$ cat src/rtl/core/delta_list_timer_queue_top_assert.svh
// Assertion macros for the delta list timer queue.
// Used by the top level; expects clk and rst in scope.
`ifndef DELTA_LIST_TIMER_QUEUE_TOP_ASSERT_SVH
`define DELTA_LIST_TIMER_QUEUE_TOP_ASSERT_SVH

// Condition implies consequence in the same cycle.
`define DLTQ_ASSERT_SAME(label, cond, conseq) \
  label: assert property (@(posedge clk) disable iff (rst) (cond) |-> (conseq)) \
    else $error("timer queue check failed");

// Condition implies consequence in the next cycle.
`define DLTQ_ASSERT_NEXT(label, cond, conseq) \
  label: assert property (@(posedge clk) disable iff (rst) (cond) |=> (conseq)) \
    else $error("timer queue check failed");

`endif

$ cat src/rtl/core/dltq_pkg.sv
// Shared types, codes and helpers for the delta list timer queue.
// No dependencies.
package dltq_pkg;

  localparam int CAPACITY_DEF = 16;
  localparam int TAG_BITS_DEF = 16;
  localparam int MAX_OUT      = 16;

  localparam logic [1:0] CMD_SCHEDULE = 2'd0;
  localparam logic [1:0] CMD_TICK     = 2'd1;
  localparam logic [1:0] CMD_FIND     = 2'd2;
  localparam logic [1:0] CMD_CANCEL   = 2'd3;

  localparam logic [2:0] ST_ACCEPTED  = 3'd0;
  localparam logic [2:0] ST_FULL      = 3'd1;
  localparam logic [2:0] ST_FOUND     = 3'd2;
  localparam logic [2:0] ST_NOT_FOUND = 3'd3;
  localparam logic [2:0] ST_EXPIRED   = 3'd4;
  localparam logic [2:0] ST_NONE_DUE  = 3'd5;

  typedef enum logic [2:0] {
    CELL_HOLD,
    CELL_TAKE_LEFT,
    CELL_TAKE_RIGHT,
    CELL_LOAD_BOTH,
    CELL_LOAD_DELTA
  } cell_op_t;

  typedef struct packed {
    cell_op_t op;
    logic     fold;
  } cell_ctrl_t;

  // Clamp a 33-bit signed value to the 32-bit signed range.
  function automatic logic signed [31:0] sat33(input logic signed [32:0] v);
    logic signed [31:0] r;
    if (v > 33'sh0_7FFF_FFFF) begin
      r = 32'sh7FFF_FFFF;
    end else if (v < -33'sh0_8000_0000) begin
      r = -32'sh8000_0000;
    end else begin
      r = v[31:0];
    end
    return r;
  endfunction

endpackage

$ cat src/rtl/core/dltq_cell.sv
// One slot of the delta list: tag and relative delay.
// Depends on dltq_pkg; shifts with its neighbors on insert and remove.
module dltq_cell #(
  parameter int TAG_BITS = dltq_pkg::TAG_BITS_DEF
) (
  input  logic                       clk,
  input  dltq_pkg::cell_ctrl_t       ctrl,
  input  logic [TAG_BITS-1:0]        bus_tag,
  input  logic signed [31:0]         bus_delta,
  input  logic [TAG_BITS-1:0]        left_tag,
  input  logic signed [31:0]         left_delta,
  input  logic [TAG_BITS-1:0]        right_tag,
  input  logic signed [31:0]         right_delta,
  output logic [TAG_BITS-1:0]        tag,
  output logic signed [31:0]         delta
);

  logic signed [32:0] fold_sum;

  assign fold_sum = {right_delta[31], right_delta} + {delta[31], delta};

  always_ff @(posedge clk) begin
    case (ctrl.op)
      dltq_pkg::CELL_TAKE_LEFT: begin
        tag   <= left_tag;
        delta <= left_delta;
      end
      dltq_pkg::CELL_TAKE_RIGHT: begin
        tag   <= right_tag;
        // fold the removed delay into the successor
        delta <= ctrl.fold ? dltq_pkg::sat33(fold_sum) : right_delta;
      end
      dltq_pkg::CELL_LOAD_BOTH: begin
        tag   <= bus_tag;
        delta <= bus_delta;
      end
      dltq_pkg::CELL_LOAD_DELTA: begin
        delta <= bus_delta;
      end
      default: begin
      end
    endcase
  end

endmodule

$ cat config.mk
export PLATFORM = sky130hd
export DESIGN_NAME = dltq_cell
export DESIGN_NICKNAME = d
export VERILOG_FILES = /design/src/rtl/core/delta_list_timer_queue_top_assert.svh /design/src/rtl/core/dltq_pkg.sv /design/src/rtl/core/dltq_cell.sv
export SDC_FILE = /design/constraint.sdc
export NUM_CORES = 1
export LEC_CHECK = 0
export BUFFER_PORTS_ARGS = -buffer_cell sky130_fd_sc_hd__buf_2
export CORE_MARGIN = 2
export CORE_UTILIZATION = 49
export CTS_CLUSTER_DIAMETER = 200
export DETAILED_ROUTE_END_ITERATION = 16
export GPL_TIMING_DRIVEN = 0
export MAX_ROUTING_LAYER = met4
export PLACE_DENSITY = 0.93
export SKIP_LAST_GASP = 1
export SLEW_MARGIN = 20
export SYNTH_ARGS = -nofsm -noshare
export SYNTH_HDL_FRONTEND = slang
export SYNTH_SLANG_ARGS = --single-unit
$ cat constraint.sdc
create_clock -name clk -period 3.3 [get_ports clk]
set_clock_uncertainty 0.1 [all_clocks]
set_input_delay 0.495 -clock clk [delete_from_list [all_inputs] [get_ports clk]]
set_output_delay 0.495 -clock clk [all_outputs]
set_load 0.02 [all_outputs]
# Word-level counts from Yosys, hierarchy flattened
# Index checks and enable logic that the tools add are counted.
[totals]
inputBits = 149
reg_bits = 48
wordCells = 17
output_inout_bits = 48
[op_classes]
n_eq_ne = 4
addsub = 1
n_lt_le_gt_ge = 2
n_mux = 5
n_reduce_logical = 3
[ops]
columns = ["op", "n"]
rows = [
  ["32-bit two-way mux", 3],
  ["32-bit case mux with 3 select lines", 1],
  ["16-bit case mux with 3 select lines", 1],
  ["32-bit by 32-bit adder with 33-bit output", 1],
  ["33-bit by 32-bit greater-than comparator with 1-bit output, second input constant", 1],
  ["33-bit by 32-bit < comparator with 1-bit output, second input constant", 1],
  ["3-bit by 2-bit == test with 1-bit output, second input constant", 2],
  ["3-bit nonzero test", 2],
  ["3-bit by 1-bit == test with 1-bit output, second input constant", 1],
  ["3-bit == test, second input constant", 1],
  ["2-bit OR reduction", 1],
]

# Depth between registers and ports, before layout
[logic_depth]
depth_word = 6
depth_mapped = 13
ltp_nobuf = 12

# Worst setup path before layout
# OpenSTA, ideal clock, no wires.
[synth_path]
path_kind = "register -> register"
start = "register delta[1]"
end = "register delta[15], data pin"
path_stages_with_launch = 12
t_arrival_ps = 2710
n_path_buf = 1
setup_ps = 274
synth_period_minus_slack_ps = 3084
t_required_ps = 2926
path_slack_ps = 216
path_cell_list = "edfxtp_1 ha_1 a211oi_2 o21ai_2 o21ai_1 a31oi_1 a2111o_1 nand2_2 mux2_4 nand3_4 buf_6 o211ai_2"
[synth_between]
elab_chain_cells = 6
elab_cells_between_ends = 7
classes_between = "add/sub (1); order compare (2); mux (4)"
[synth_lines]
columns = ["element", "line", "source"]
rows = [
  ["start: declaration", "dltq_cell.sv:15", "output logic signed [31:0] delta"],
  ["start signal: assignment", "dltq_cell.sv:26", "delta <= left_delta;"],
  ["start signal: assignment", "dltq_cell.sv:31", "delta <= ctrl.fold ? dltq_pkg::sat33(fold_sum) : right_delta;"],
  ["start signal: assignment", "dltq_cell.sv:35", "delta <= bus_delta;"],
  ["32-bit by 32-bit adder with 33-bit output *", "dltq_cell.sv:20", "assign fold_sum = {right_delta[31], right_delta} + {delta[31], delta};"],
  ["33-bit by 32-bit < comparator with 1-bit output", "dltq_pkg.sv:39", "end else if (v < -33'sh0_8000_0000) begin"],
  ["32-bit two-way mux", "dltq_pkg.sv:39", ""],
  ["32-bit two-way mux *", "dltq_pkg.sv:37", "if (v > 33'sh0_7FFF_FFFF) begin"],
  ["32-bit two-way mux *", "dltq_cell.sv:31", ""],
  ["32-bit case mux with 3 select lines *", "dltq_cell.sv:23", "case (ctrl.op)"],
]
# Every way passes the cells marked *; elsewhere a longest branch is shown, timed or not.
# A chain may end at the register's enable or synchronous reset.

# Worst setup path in the final report
[layout_path]
start = "register delta[2]"
end = "register delta[10], data pin"
# The elaborated chain is that of the path after synthesis.

==> flow_summary.yaml <==
critical_path:
  required_ps: 3260
  cp-start-kind: "flip-flop"
  crit_type: "flip-flop to flip-flop"
  max_stage_delay_ps: 460
  crit_path_frequent_cell: "o21ai_2"
  crit_arrival_ps: 3160
  cp_cell_sequence: "ha_4, o211ai_1, o21ai_2, o21ai_2, a31oi_4, a2111o_1, nand2_2, mux2_4, nand3_4, clkbuf_16, o211ai_2"
  slowest_stage: "edfxtp_1"
  path_max_fanout: 5
  cp-end-kind: "flip-flop"
detailed_routing:
  vias_per_cell: 6.26
  drtAntennaViolNets: 0
  drt_wl_total_um: 16300
  drc: 0
  route.met3.wl_um: 1500
  met2_wirelength_um: 8140
  drt_iter0_drc: 460
  dr_total_vias: 5023
  dr.pass1.iters: 6
  top_layer: "met4"
  wire_per_inst_um: 20.3
  routedLengthMet1_um: 6200
layout:
  final_util_pct: 69.7
  drive_above_1_share_pct: 41.0
  seqCellArea_um2: 1440
  area_delta_synth_final_pct: 37.0
  final_nets: 876
  diodes: 0
  fillCellCount: 701
  multi_input_area_um2: 3080
grt:
  grt-ovfl-total: 0
  antenna_found_initial: 0
  grt_pass1_wl_um: 24600
  first_global_vias: 4908
  grt_use_total_pct: 32.7
  grt_max_degree: 17
pwr:
  peakVddDrop_uv: 212
  p_leak_nw: 2.69
  p_per_area_nw_per_um2: 417
clock_network:
  tritoncts: "done"
  clock_sinks: 48
  insertion_delay_ps: 320
  cts_buffers: 5
  cts-htree-levels: 2
  clock_path_buffers: 2
  clkSlewWorstSetupHoldPaths_ps: 100
  root_buffer: "clkbuf_8"
placed_design:
  portBuffers: 196
  dp_hpwl_um: 12600
  place_congestion: 1.00
synthesis:
  synth-simple-area-share_pct: 12.3
  synth_warnings: 0
  syn_inst: 476
  synth-xor-area-share_pct: 5.70
  syn_nets: 658
  synth_area_um2: 4460
  synth_compound_area_share_pct: 32.4
  synthAdderAreaFrac_pct: 9.43
  synth_top_family_by_area: "compound AO/OA/AOI/OAI gates"
  ys.flop_type: "edfxtp_1"
  yosysUniqueCellTypes: 60
  ys_ff_latch: 48
  synth_edf_count: 48
  yosysSeqAreaShare_pct: 32.3
  muxShareOfSynthArea_pct: 3.93
  avgSynthCellArea_um2: 9.36
  async_flop_share_pct: 0
timing:
  max_slew_margin_pct: 23.3
  worst_pin_slew_ps: 1140
  drv_slew: 0
  fmax_mhz: 312
  setup-violations-final: 0
  hold_viol: 0
  worst_hold_slack_ps: 342
  min_period_ps: 3200
  fin_crit_sh_pct: 97.0
floorplan:
  rows: 34
  die_w_um: 99.4
  ioPinCount: 197
  start_util_pct: 50.9
  core_um2: 8760
  die_height_um: 99.4
  dieArea_um2: 9870
worst_hold_path:
  hp-class: "input pin to flip-flop"
flow_run:
  maxCapViolations: 0
outcome:
  status: "finished clean"
==> layout by cell type (no fill, tap or decap), drive strengths merged, types with 2 or more instances in the layout <==
master,Yosys,layout
nand2,43,43
nor3b,7,7
a21oi,52,52
mux2i,16,16
and3,2,2
buf,10,221
o211ai,29,29
xnor2,14,14
inv,8,8
o21ai,56,56
o21bai,3,3
and2,2,2
o31ai,2,2
ha,32,32
nand2b,8,8
a21o,12,12
a222oi,22,22
a31oi,5,5
a41oi,3,3
nand3,8,8
nor2b,4,4
clkbuf,18,23
nor2,19,19
nor3,9,9
edfxtp,48,48
xor2,15,15
clkinv,0,2
a211oi,2,2
nand4,5,5
==> sequential cells by signal, summed over array words and instances, names as in the netlist <==
signal and flops:
delta 32, tag 16
==> synthesized netlist by cell type, drive strengths merged, types with 7 or more instances <==
master	count	share of area, %
nand3	8	1.2
nand2	43	3.7
a222oi	22	4.9
xnor2	14	2.8
a21oi	52	5.9
xor2	15	2.9
o21ai	56	6.4
nor3b	7	1.2
nor3	9	1.0
a21o	12	2.0
clkbuf	18	1.5
o211ai	29	7.2
inv	8	0.67
mux2i	16	3.6
edfxtp	48	32
ha	32	9.0
buf	10	1.7
nand2b	8	1.1
nor2	19	1.6
==> worst max-delay path, delay by kind of cell (launching register included) <==
family	cells	cell delay [ps]
AO/OA/AOI/OAI	6	1250
adder cells (fa/ha/maj)	1	260
AND/OR/NAND/NOR	2	320
flip-flops	1	460
multiplexers	1	360
buffers and inverters	1	190
==> layer usage <==
metal | up-vias | GRT usage [%]
met4 | 0 | 10.1
met2 | 296 | 57.0
met5 | - | -
met3 | 43 | 3.51
li1 | 2313 | -
met1 | 2371 | 39.9
==> final timing paths <==
kind | startpoint | endpoint | slack (ps) | cells past startpoint
setup / recovery | delta[2] | delta[10] | 100 | 11
hold / removal | left_tag[2] | tag[2] | 340 | 3
setup reg to reg | delta[2] | delta[10] | 100 | 11
hold reg to reg | delta[0] | delta[0] | 700 | 3
==> cell families (layout without fill, tap and decap cells) <==
logic type | Yosys count | in the layout
AND/OR/NAND/NOR | 111 | 111
multiplexers | 17 | 17
flip-flops | 48 | 48
adder cells (fa/ha/maj) | 33 | 33
XOR/XNOR | 29 | 29
AO/OA/AOI/OAI | 202 | 202
buffers and inverters | 36 | 255
==> repair_timing <==
action,in CTS,in global routing
pin swaps,1,12
gates cloned,0,2
hold buffers,0,0
setup buffers,1,13
endpoints found under the setup margin,23,31
gates resized for setup,5,36
hold endpoints to repair,0,0
==> final cells by class <==
cell class | instances | area share [%]
tap | 108 | 2.21
sequential | 48 | 23.6
multi-input combinational | 392 | 50.4
clock inverter | 3 | 0.779
inverter | 8 | 0.492
buffer | 24 | 2.27
clock buffer | 5 | 1.13
timing repair buffer | 215 | 19.2
==> report_power, final <==
part / switching, mW / leakage, nW / total (mW) / internal, mW
Combinational: 0.738 / 2.16 / 1.27 / 0.532
Sequential: 0.0414 / 0.468 / 0.806 / 0.765
Clock: 0.243 / 0.0583 / 0.472 / 0.229
Total: 1.02 / 2.69 / 2.55 / 1.53
==> stage by stage <==
step                setup TNS [ps]  std cells  worst slack (ps)  area (µm²)  power (mW)
detailed placement           -9940        783              -371        5620        1.95
finish                           0        803              99.3        6110        2.55
global route                 -21.0        803             -8.39        6110        2.68
global placement            -24870        780              -546        5570        1.91
floorplan                        0        476               216        4460        1.59
CTS                              0        792              1.55        5760        2.42
Power figures use the tool's default switching activity.
